[config.mk]
export PLATFORM = sky130hd
export DESIGN_NAME = filtered_nearest_point_search_top_flat
export DESIGN_NICKNAME = d
export VERILOG_FILES = /design/src/design/fnps_pkg.sv /design/src/design/fnps_in_if.sv /design/src/design/fnps_out_if.sv /design/src/design/filtered_nearest_point_search_top.sv /design/src/design/fnps_store.sv /design/src/design/fnps_dist.sv /design/src/design/fnps_seq.sv /design/src/flat_wrapper.sv
export SDC_FILE = /design/constraint.sdc
export NUM_CORES = 2
export LEC_CHECK = 0
export BUFFER_PORTS_ARGS = -buffer_cell sky130_fd_sc_hd__buf_4
export CAP_MARGIN = 20
export CORE_MARGIN = 3
export CORE_UTILIZATION = 36
export DETAILED_ROUTE_END_ITERATION = 12
export GPL_TIMING_DRIVEN = 0
export PLACE_DENSITY = 0.58
export SYNTH_ARGS = -nofsm -noshare
export SYNTH_HDL_FRONTEND = slang
export SYNTH_HIERARCHICAL = 1
export SYNTH_SLANG_ARGS = --single-unit
[constraint.sdc]
create_clock -name clk -period 6.95 [get_ports clk]
set_clock_uncertainty 0.1 [all_clocks]
set_input_delay 0.3475 -clock clk [delete_from_list [all_inputs] [get_ports clk]]
set_output_delay 0.3475 -clock clk [all_outputs]
set_load 0.005 [all_outputs]
[src/design/fnps_pkg.sv]
// Shared types and constants for the filtered nearest point search block.
package fnps_pkg;

  localparam int IDX_W       = 6;
  localparam int COORD_W     = 16;
  localparam int MAG_W       = 16;
  localparam int SQ_W        = 2 * MAG_W;
  localparam int DIST_W      = SQ_W + 1;
  localparam int CNT_W       = 7;
  localparam int FIELD_DEPTH = 1 << IDX_W;

  typedef logic signed [COORD_W-1:0] coord_t;
  typedef logic [MAG_W-1:0]          mag_t;
  typedef logic [SQ_W-1:0]           sq_t;
  typedef logic [DIST_W-1:0]         dist_t;
  typedef logic [IDX_W-1:0]          idx_t;
  typedef logic [CNT_W-1:0]          cnt_t;

  typedef enum logic {
    REQ_WRITE = 1'b0,
    REQ_QUERY = 1'b1
  } req_type_t;

  typedef enum logic [1:0] {
    SEQ_IDLE,
    SEQ_SCAN,
    SEQ_DONE
  } seq_state_t;

  typedef struct packed {
    coord_t y;
    coord_t x;
  } point_t;

  typedef struct packed {
    logic   en;
    idx_t   idx;
    point_t pt;
    logic   is_empty;
    logic   keep;
  } wr_req_t;

  typedef struct packed {
    logic vld;
    logic hit;
    logic last;
    idx_t idx;
  } scan_tag_t;

endpackage

[src/design/fnps_in_if.sv]
// Request channel: valid/ready handshake with write or query payload.
interface fnps_in_if import fnps_pkg::*; ();
  logic   valid;
  logic   ready;
  logic   req_type;
  idx_t   entry_index;
  coord_t pos_x;
  coord_t pos_y;
  logic   entry_is_empty;
  logic   entry_keep;
  logic   want_occupied;

  modport source (
    output valid, req_type, entry_index, pos_x, pos_y, entry_is_empty, entry_keep,
           want_occupied,
    input  ready
  );

  modport sink (
    input  valid, req_type, entry_index, pos_x, pos_y, entry_is_empty, entry_keep,
           want_occupied,
    output ready
  );
endinterface

[src/design/fnps_out_if.sv]
// Result channel: valid/ready handshake with search result payload.
interface fnps_out_if import fnps_pkg::*; ();
  logic  valid;
  logic  ready;
  logic  found;
  idx_t  match_index;
  dist_t match_distance;
  cnt_t  empty_count;

  modport source (
    output valid, found, match_index, match_distance, empty_count,
    input  ready
  );

  modport sink (
    input  valid, found, match_index, match_distance, empty_count,
    output ready
  );
endinterface

[src/design/filtered_nearest_point_search_top.sv]
// Filtered nearest point search: table of 2-D points, one-entry-per-cycle scan for the
// nearest empty or occupied entry. The scan covers LIVE_DEPTH entries, the smaller of
// TABLE_DEPTH and 64, since the index field reaches only 64 entries. The query time is
// set by the scan, which reads one entry per cycle from the single-read-port point
// memory into the three-stage shared distance unit. A finished result sits in an output
// register, so the next request is accepted while it waits to be taken. Ties go to the
// lowest index.
module filtered_nearest_point_search_top import fnps_pkg::*; #(
  parameter int TABLE_DEPTH = 64
) (
  input logic         clk,
  input logic         rst_n,
  fnps_in_if.sink     in_ch,
  fnps_out_if.source  out_ch
);

  localparam int LIVE_DEPTH = (TABLE_DEPTH < FIELD_DEPTH) ? TABLE_DEPTH : FIELD_DEPTH;

  wr_req_t   wr;
  scan_tag_t iss_tag;
  scan_tag_t rd_tag;
  scan_tag_t d_tag;
  point_t    rd_pt;
  logic      want_empty;
  coord_t    qx;
  coord_t    qy;
  dist_t     d_sum;
  cnt_t      empty_total;

  fnps_seq #(
    .LIVE_DEPTH (LIVE_DEPTH)
  ) u_seq (
    .clk         (clk),
    .rst_n       (rst_n),
    .in_ch       (in_ch),
    .out_ch      (out_ch),
    .wr          (wr),
    .iss_tag     (iss_tag),
    .want_empty  (want_empty),
    .qx          (qx),
    .qy          (qy),
    .d_tag       (d_tag),
    .d_sum       (d_sum),
    .empty_total (empty_total)
  );

  fnps_store #(
    .LIVE_DEPTH (LIVE_DEPTH)
  ) u_store (
    .clk         (clk),
    .rst_n       (rst_n),
    .wr          (wr),
    .iss_tag     (iss_tag),
    .want_empty  (want_empty),
    .rd_tag      (rd_tag),
    .rd_pt       (rd_pt),
    .empty_total (empty_total)
  );

  fnps_dist u_dist (
    .clk     (clk),
    .rst_n   (rst_n),
    .in_tag  (rd_tag),
    .pt      (rd_pt),
    .qx      (qx),
    .qy      (qy),
    .out_tag (d_tag),
    .sum     (d_sum)
  );

endmodule

[src/design/fnps_store.sv]
// Point memory, per-entry valid and empty-count flags, and the running empty total.
module fnps_store import fnps_pkg::*; #(
  parameter int LIVE_DEPTH = 64
) (
  input  logic      clk,
  input  logic      rst_n,
  input  wr_req_t   wr,
  input  scan_tag_t iss_tag,
  input  logic      want_empty,
  output scan_tag_t rd_tag,
  output point_t    rd_pt,
  output cnt_t      empty_total
);

  localparam int AW = (LIVE_DEPTH > 1) ? $clog2(LIVE_DEPTH) : 1;

  point_t                mem [LIVE_DEPTH];
  point_t                rd_pt_r;
  logic [LIVE_DEPTH-1:0] valid_r;
  logic [LIVE_DEPTH-1:0] cnt_r;
  cnt_t                  total_r;
  cnt_t                  total_nxt;
  scan_tag_t             tag_r;
  scan_tag_t             tag_nxt;
  logic [AW-1:0]         waddr;
  logic [AW-1:0]         raddr;
  logic                  new_cnt;

  assign waddr   = wr.idx[AW-1:0];
  assign raddr   = iss_tag.idx[AW-1:0];
  assign new_cnt = wr.keep & wr.is_empty;

  always_ff @(posedge clk) begin
    if (wr.en) begin
      mem[waddr] <= wr.pt;
    end
    rd_pt_r <= mem[raddr];
  end

  always_comb begin
    total_nxt = total_r;
    if (wr.en) begin
      total_nxt = total_r - cnt_t'(cnt_r[waddr]) + cnt_t'(new_cnt);
    end
  end

  always_comb begin
    tag_nxt     = iss_tag;
    tag_nxt.hit = iss_tag.vld & valid_r[raddr] & (cnt_r[raddr] == want_empty);
  end

  always_ff @(posedge clk) begin
    if (!rst_n) begin
      valid_r <= '0;
      cnt_r   <= '0;
      total_r <= '0;
      tag_r   <= '0;
    end else begin
      if (wr.en) begin
        valid_r[waddr] <= wr.keep;
        cnt_r[waddr]   <= new_cnt;
      end
      total_r <= total_nxt;
      tag_r   <= tag_nxt;
    end
  end

  assign rd_tag      = tag_r;
  assign rd_pt       = rd_pt_r;
  assign empty_total = total_r;

  a_total_matches_flags: assert property (@(posedge clk) disable iff (!rst_n)
    total_r == cnt_t'($countones(cnt_r)))
    else $error("empty total out of step with entry flags");

  a_counted_implies_valid: assert property (@(posedge clk) disable iff (!rst_n)
    (cnt_r & ~valid_r) == '0)
    else $error("empty flag set on an invalid entry");

endmodule

[src/design/fnps_dist.sv]
// Shared squared-distance pipeline: difference magnitude, squares, sum.
module fnps_dist import fnps_pkg::*; (
  input  logic      clk,
  input  logic      rst_n,
  input  scan_tag_t in_tag,
  input  point_t    pt,
  input  coord_t    qx,
  input  coord_t    qy,
  output scan_tag_t out_tag,
  output dist_t     sum
);

  logic signed [COORD_W:0] dx;
  logic signed [COORD_W:0] dy;
  scan_tag_t               t2_r;
  scan_tag_t               t3_r;
  scan_tag_t               t4_r;
  mag_t                    mx_r;
  mag_t                    my_r;
  sq_t                     sx_r;
  sq_t                     sy_r;
  dist_t                   sum_r;

  assign dx = (COORD_W+1)'(pt.x) - (COORD_W+1)'(qx);
  assign dy = (COORD_W+1)'(pt.y) - (COORD_W+1)'(qy);

  always_ff @(posedge clk) begin
    if (!rst_n) begin
      t2_r <= '0;
      t3_r <= '0;
      t4_r <= '0;
    end else begin
      t2_r <= in_tag;
      t3_r <= t2_r;
      t4_r <= t3_r;
    end
  end

  always_ff @(posedge clk) begin
    mx_r  <= dx[COORD_W] ? mag_t'(-dx) : mag_t'(dx);
    my_r  <= dy[COORD_W] ? mag_t'(-dy) : mag_t'(dy);
    sx_r  <= sq_t'(mx_r) * sq_t'(mx_r);
    sy_r  <= sq_t'(my_r) * sq_t'(my_r);
    sum_r <= dist_t'(sx_r) + dist_t'(sy_r);
  end

  assign out_tag = t4_r;
  assign sum     = sum_r;

endmodule

[src/design/fnps_seq.sv]
// Request sequencer: handshake, scan address issue, best-match tracking, result register.
module fnps_seq import fnps_pkg::*; #(
  parameter int LIVE_DEPTH = 64
) (
  input  logic              clk,
  input  logic              rst_n,
  fnps_in_if.sink           in_ch,
  fnps_out_if.source        out_ch,
  output wr_req_t           wr,
  output scan_tag_t         iss_tag,
  output logic              want_empty,
  output coord_t            qx,
  output coord_t            qy,
  input  scan_tag_t         d_tag,
  input  dist_t             d_sum,
  input  cnt_t              empty_total
);

  seq_state_t state_r;
  seq_state_t state_nxt;
  idx_t       addr_r;
  idx_t       addr_nxt;
  logic       issuing_r;
  logic       issuing_nxt;
  coord_t     qx_r;
  coord_t     qy_r;
  logic       want_empty_r;
  logic       found_r;
  idx_t       best_idx_r;
  dist_t      best_dist_r;
  logic       out_valid_r;
  logic       out_found_r;
  idx_t       out_idx_r;
  dist_t      out_dist_r;
  cnt_t       out_cnt_r;
  logic       in_acc;
  logic       is_query;
  logic       out_load;
  logic       better;
  logic       addr_last;

  assign in_acc    = in_ch.valid & in_ch.ready;
  assign is_query  = (in_ch.req_type == REQ_QUERY);
  assign addr_last = (addr_r == idx_t'(LIVE_DEPTH - 1));
  assign better    = d_tag.vld & d_tag.hit & (~found_r | (d_sum < best_dist_r));

  // next state
  always_comb begin
    state_nxt = state_r;
    unique case (state_r)
      SEQ_IDLE: begin
        if (in_acc) begin
          state_nxt = is_query ? SEQ_SCAN : SEQ_DONE;
        end
      end
      SEQ_SCAN: begin
        if (d_tag.vld && d_tag.last) begin
          state_nxt = SEQ_DONE;
        end
      end
      SEQ_DONE: begin
        if (out_load) begin
          state_nxt = SEQ_IDLE;
        end
      end
      default: state_nxt = SEQ_IDLE;
    endcase
  end

  // outputs
  always_comb begin
    in_ch.ready = (state_r == SEQ_IDLE);
    out_load    = (state_r == SEQ_DONE) & (~out_valid_r | out_ch.ready);
    iss_tag     = '0;
    iss_tag.vld  = (state_r == SEQ_SCAN) & issuing_r;
    iss_tag.last = addr_last;
    iss_tag.idx  = addr_r;
    wr.en       = in_acc & ~is_query & (int'(in_ch.entry_index) < LIVE_DEPTH);
    wr.idx      = in_ch.entry_index;
    wr.pt.x     = in_ch.pos_x;
    wr.pt.y     = in_ch.pos_y;
    wr.is_empty = in_ch.entry_is_empty;
    wr.keep     = in_ch.entry_keep;
  end

  // scan address counter
  always_comb begin
    addr_nxt    = addr_r;
    issuing_nxt = issuing_r;
    if (in_acc) begin
      addr_nxt    = '0;
      issuing_nxt = is_query;
    end else if (iss_tag.vld) begin
      if (addr_last) begin
        issuing_nxt = 1'b0;
      end else begin
        addr_nxt = addr_r + idx_t'(1);
      end
    end
  end

  always_ff @(posedge clk) begin
    if (!rst_n) begin
      state_r     <= SEQ_IDLE;
      addr_r      <= '0;
      issuing_r   <= 1'b0;
      found_r     <= 1'b0;
      best_idx_r  <= '0;
      best_dist_r <= '0;
      out_valid_r <= 1'b0;
    end else begin
      state_r   <= state_nxt;
      addr_r    <= addr_nxt;
      issuing_r <= issuing_nxt;
      if (in_acc) begin
        found_r     <= 1'b0;
        best_idx_r  <= '0;
        best_dist_r <= '0;
      end else if (better) begin
        found_r     <= 1'b1;
        best_idx_r  <= d_tag.idx;
        best_dist_r <= d_sum;
      end
      if (out_load) begin
        out_valid_r <= 1'b1;
      end else if (out_ch.ready) begin
        out_valid_r <= 1'b0;
      end
    end
  end

  always_ff @(posedge clk) begin
    if (in_acc) begin
      qx_r         <= in_ch.pos_x;
      qy_r         <= in_ch.pos_y;
      want_empty_r <= ~in_ch.want_occupied;
    end
    if (out_load) begin
      out_found_r <= found_r;
      out_idx_r   <= best_idx_r;
      out_dist_r  <= best_dist_r;
      out_cnt_r   <= empty_total;
    end
  end

  assign qx                    = qx_r;
  assign qy                    = qy_r;
  assign want_empty            = want_empty_r;
  assign out_ch.valid          = out_valid_r;
  assign out_ch.found          = out_found_r;
  assign out_ch.match_index    = out_idx_r;
  assign out_ch.match_distance = out_dist_r;
  assign out_ch.empty_count    = out_cnt_r;

  a_tag_only_in_scan: assert property (@(posedge clk) disable iff (!rst_n)
    d_tag.vld |-> state_r == SEQ_SCAN)
    else $error("distance result outside a scan");

  a_last_ends_scan: assert property (@(posedge clk) disable iff (!rst_n)
    (d_tag.vld && d_tag.last) |=> state_r == SEQ_DONE)
    else $error("scan did not finish after last entry");

  a_miss_is_zero: assert property (@(posedge clk) disable iff (!rst_n)
    (out_load && !found_r) |-> (best_dist_r == '0 && best_idx_r == '0))
    else $error("miss result carries nonzero match fields");

endmodule
[src/flat_wrapper.sv]
// flat-port wrapper written by rule: the top's interface ports become plain ports
module filtered_nearest_point_search_top_flat import fnps_pkg::*;
#(
  parameter int TABLE_DEPTH = 64
)
  (clk, rst_n, in_ch_valid, in_ch_req_type, in_ch_entry_index, in_ch_pos_x, in_ch_pos_y, in_ch_entry_is_empty, in_ch_entry_keep, in_ch_want_occupied, in_ch_ready, out_ch_valid, out_ch_found, out_ch_match_index, out_ch_match_distance, out_ch_empty_count, out_ch_ready);
  fnps_in_if in_ch_i ();
  fnps_out_if out_ch_i ();
  input logic clk;
  input logic rst_n;
  input wire logic [$bits(in_ch_i.valid)-1:0] in_ch_valid;
  input wire logic [$bits(in_ch_i.req_type)-1:0] in_ch_req_type;
  input wire logic [$bits(in_ch_i.entry_index)-1:0] in_ch_entry_index;
  input wire logic [$bits(in_ch_i.pos_x)-1:0] in_ch_pos_x;
  input wire logic [$bits(in_ch_i.pos_y)-1:0] in_ch_pos_y;
  input wire logic [$bits(in_ch_i.entry_is_empty)-1:0] in_ch_entry_is_empty;
  input wire logic [$bits(in_ch_i.entry_keep)-1:0] in_ch_entry_keep;
  input wire logic [$bits(in_ch_i.want_occupied)-1:0] in_ch_want_occupied;
  output wire logic [$bits(in_ch_i.ready)-1:0] in_ch_ready;
  output wire logic [$bits(out_ch_i.valid)-1:0] out_ch_valid;
  output wire logic [$bits(out_ch_i.found)-1:0] out_ch_found;
  output wire logic [$bits(out_ch_i.match_index)-1:0] out_ch_match_index;
  output wire logic [$bits(out_ch_i.match_distance)-1:0] out_ch_match_distance;
  output wire logic [$bits(out_ch_i.empty_count)-1:0] out_ch_empty_count;
  input wire logic [$bits(out_ch_i.ready)-1:0] out_ch_ready;
  assign in_ch_i.valid = in_ch_valid;
  assign in_ch_i.req_type = in_ch_req_type;
  assign in_ch_i.entry_index = in_ch_entry_index;
  assign in_ch_i.pos_x = in_ch_pos_x;
  assign in_ch_i.pos_y = in_ch_pos_y;
  assign in_ch_i.entry_is_empty = in_ch_entry_is_empty;
  assign in_ch_i.entry_keep = in_ch_entry_keep;
  assign in_ch_i.want_occupied = in_ch_want_occupied;
  assign in_ch_ready = in_ch_i.ready;
  assign out_ch_valid = out_ch_i.valid;
  assign out_ch_found = out_ch_i.found;
  assign out_ch_match_index = out_ch_i.match_index;
  assign out_ch_match_distance = out_ch_i.match_distance;
  assign out_ch_empty_count = out_ch_i.empty_count;
  assign out_ch_i.ready = out_ch_ready;
  filtered_nearest_point_search_top #(.TABLE_DEPTH(TABLE_DEPTH)) u_core (.clk(clk), .rst_n(rst_n), .in_ch(in_ch_i), .out_ch(out_ch_i));
endmodule
==> impl_metrics.ini <==
[grt]
grt_use_total_pct = 18.4
grt_max_degree = 65
grt_pass1_vias = 63000
antenna_found_initial = 37
overflow = 0
grt_pass1_wl_um = 434000

[worst_hold_path]
min_path_type = in -> reg
min_to = u_core/u_store/valid_r[4]
min-delay-start = in_ch_entry_keep
min_path_cells = 4

[worst_setup_path]
crit_path_start_kind = flip-flop
worstPathArrival_ps = 7240
path_class = reg -> reg
rrSetupSlack_ps = 290
r2r_end = u_core/u_dist/sx_r[25]
critPathCaptureType = flip-flop
critPathMaxFanout = 10
required_ps = 7530
startpoint = u_core/u_dist/mx_r[7]
reg2reg_from = u_core/u_dist/mx_r[7]
reg2regPathDepth = 20

[sta]
hold_viol = 0
final.min_clock_period_ps = 6660
setup_viol = 0
rsz0062_at_grt = false
hold_ws_ps = 189
tns_ps = 0
slew_violations = 0
fin_ws_ps = 291
fmax_mhz = 150
slew_headroom_pct = 23.5
worst_slew_pin_slew_ps = 1150
fin_crit_sh_pct = 95.8

[flow_run]
maxCapViolCount = 0

[clock_network]
htreeDepth = 5
cts_root_buf = clkbuf_16
clockBufferDepth = 4
cts.clk_slew.worst_paths_ps = 60
cts_num_sinks = 2508
clk_latency_ps = 860
cts_buffers = 269
cts_tree = built

[route]
drt_pass1_iterations = 6
num_vias = 60100
ant_nets = 0
drtIter0Drc = 5897
routed_wl_um = 298000
drc_errors = 0
wire_per_inst_um = 25.9
viasPerCell = 5.23

[floorplan]
dieArea_um2 = 320000
die_w_um = 566
fp.dieH_um = 566
start_util_pct = 36.2
ios = 95
core_um2 = 312000
fp-row-count = 205

[final_layout]
layout_commonest_cell = edfxtp_1
nets = 7826
area_growth_pct = 15.8
finish.instance_area_um2 = 131000
multiInputGateArea_um2 = 37900
drive_above_1_share_pct = 21.4
fillers = 27500
regArea_um2 = 71500
final_cell_mix = edfxtp_1 (2128), mux4_2 (702), inv_1 (633)

[logic_synthesis]
avgSynthCellArea_um2 = 17.0
synthCells = 6647
synth_area_um2 = 113000
yosysWarningCount = 6
syn-num-nets = 7330

[placement]
port_buffers = 86
dpl_cell_area_um2 = 121000
dp_slack_ps = -551
place.gp.congestion = 0.876
dp_hpwl_um = 219000

[outcome]
status = complete, no violations
## through the flow
stage                     util, %  cells
final                        41.9  11500
after detailed placement     38.9  11000
after CTS                    41.8  11500
after global routing         41.9  11500
after floorplan                 -   6647
after global placement       38.0  10900
## worst max path at each step
stage / to / slack [ps] / cells past startpoint
2_1_floorplan: u_core/u_dist/sy_r[28] / 610 / 20
3_3_place_gp: u_core/u_dist/sy_r[28] / -480 / 20
4_1_cts: u_core/u_dist/sy_r[28] / 2 / 21
5_1_grt: u_core/u_dist/sx_r[28] / 2 / 22
3_5_place_dp: u_core/u_dist/sx_r[28] / -550 / 22
6_report: u_core/u_dist/sx_r[25] / 290 / 20
## per-layer routing
metal	vias to the layer above	GRT usage (%)	wire length, um
met3	440	2.90	18500
met1	31700	23.9	120000
li1	26100	-	-
met2	1913	32.2	152000
met5	-	0	75
met4	12	4.79	7760
## state kept, by name (all words and copies together) (netlist names), 9 cells and up
signal and flops:
u_core/u_store/mem 2048, u_core/u_store/cnt_r 64, u_core/u_store/valid_r 64, u_core/u_dist/sum 33, u_core/u_seq/best_dist_r 33, u_core/u_seq/out_ch.match_distance 33
u_core/u_store/rd_pt 32, u_core/u_dist/sx_r 31, u_core/u_dist/sy_r 31, u_core/u_dist/mx_r 16, u_core/u_dist/my_r 16, u_core/u_seq/qx 16
u_core/u_seq/qy 16, u_core/u_dist/out_tag 9, u_core/u_dist/t2_r 9, u_core/u_dist/t3_r 9, u_core/u_store/rd_tag 9
## what timing repair did
| item | in CTS | in global routing |
|---|---|---|
| buffers inserted | 0 | 0 |
| endpoints found under the hold margin | 67 | 0 |
| gates resized for setup | 37 | 39 |
| setup endpoints to repair | 15 | 14 |
| hold buffers | 40 | 0 |
## cell type report
| cell class | count | area share [%] |
|---|---|---|
| Antenna cell | 16 | 0.0306 |
| Multi-Input combinational cell | 3171 | 29.0 |
| Tap cell | 4140 | 3.96 |
| Clock inverter | 131 | 1.05 |
| Clock buffer | 343 | 5.60 |
| Sequential cell | 2508 | 54.7 |
| Buffer | 325 | 1.30 |
| Inverter | 637 | 1.83 |
| Timing Repair Buffer | 231 | 2.52 |
## critical path: stages (launching register included)
cell	delay (ps)
dfxtp_1	540
clkbuf_4	340
nand2_1	110
fa_1	550
fa_1	500
inv_1	60
fa_1	490
fa_1	540
fa_1	520
inv_1	60
fa_1	480
inv_1	50
ha_1	360
inv_1	120
a2111oi_0	90
o31a_1	320
or3b_2	510
a211oi_1	410
o21bai_1	110
a21oi_1	180
xnor2_1	150
Power is left out: the tool's default activity adds up to more than one toggle a clock period on the data nets, which glitch-free logic cannot reach.
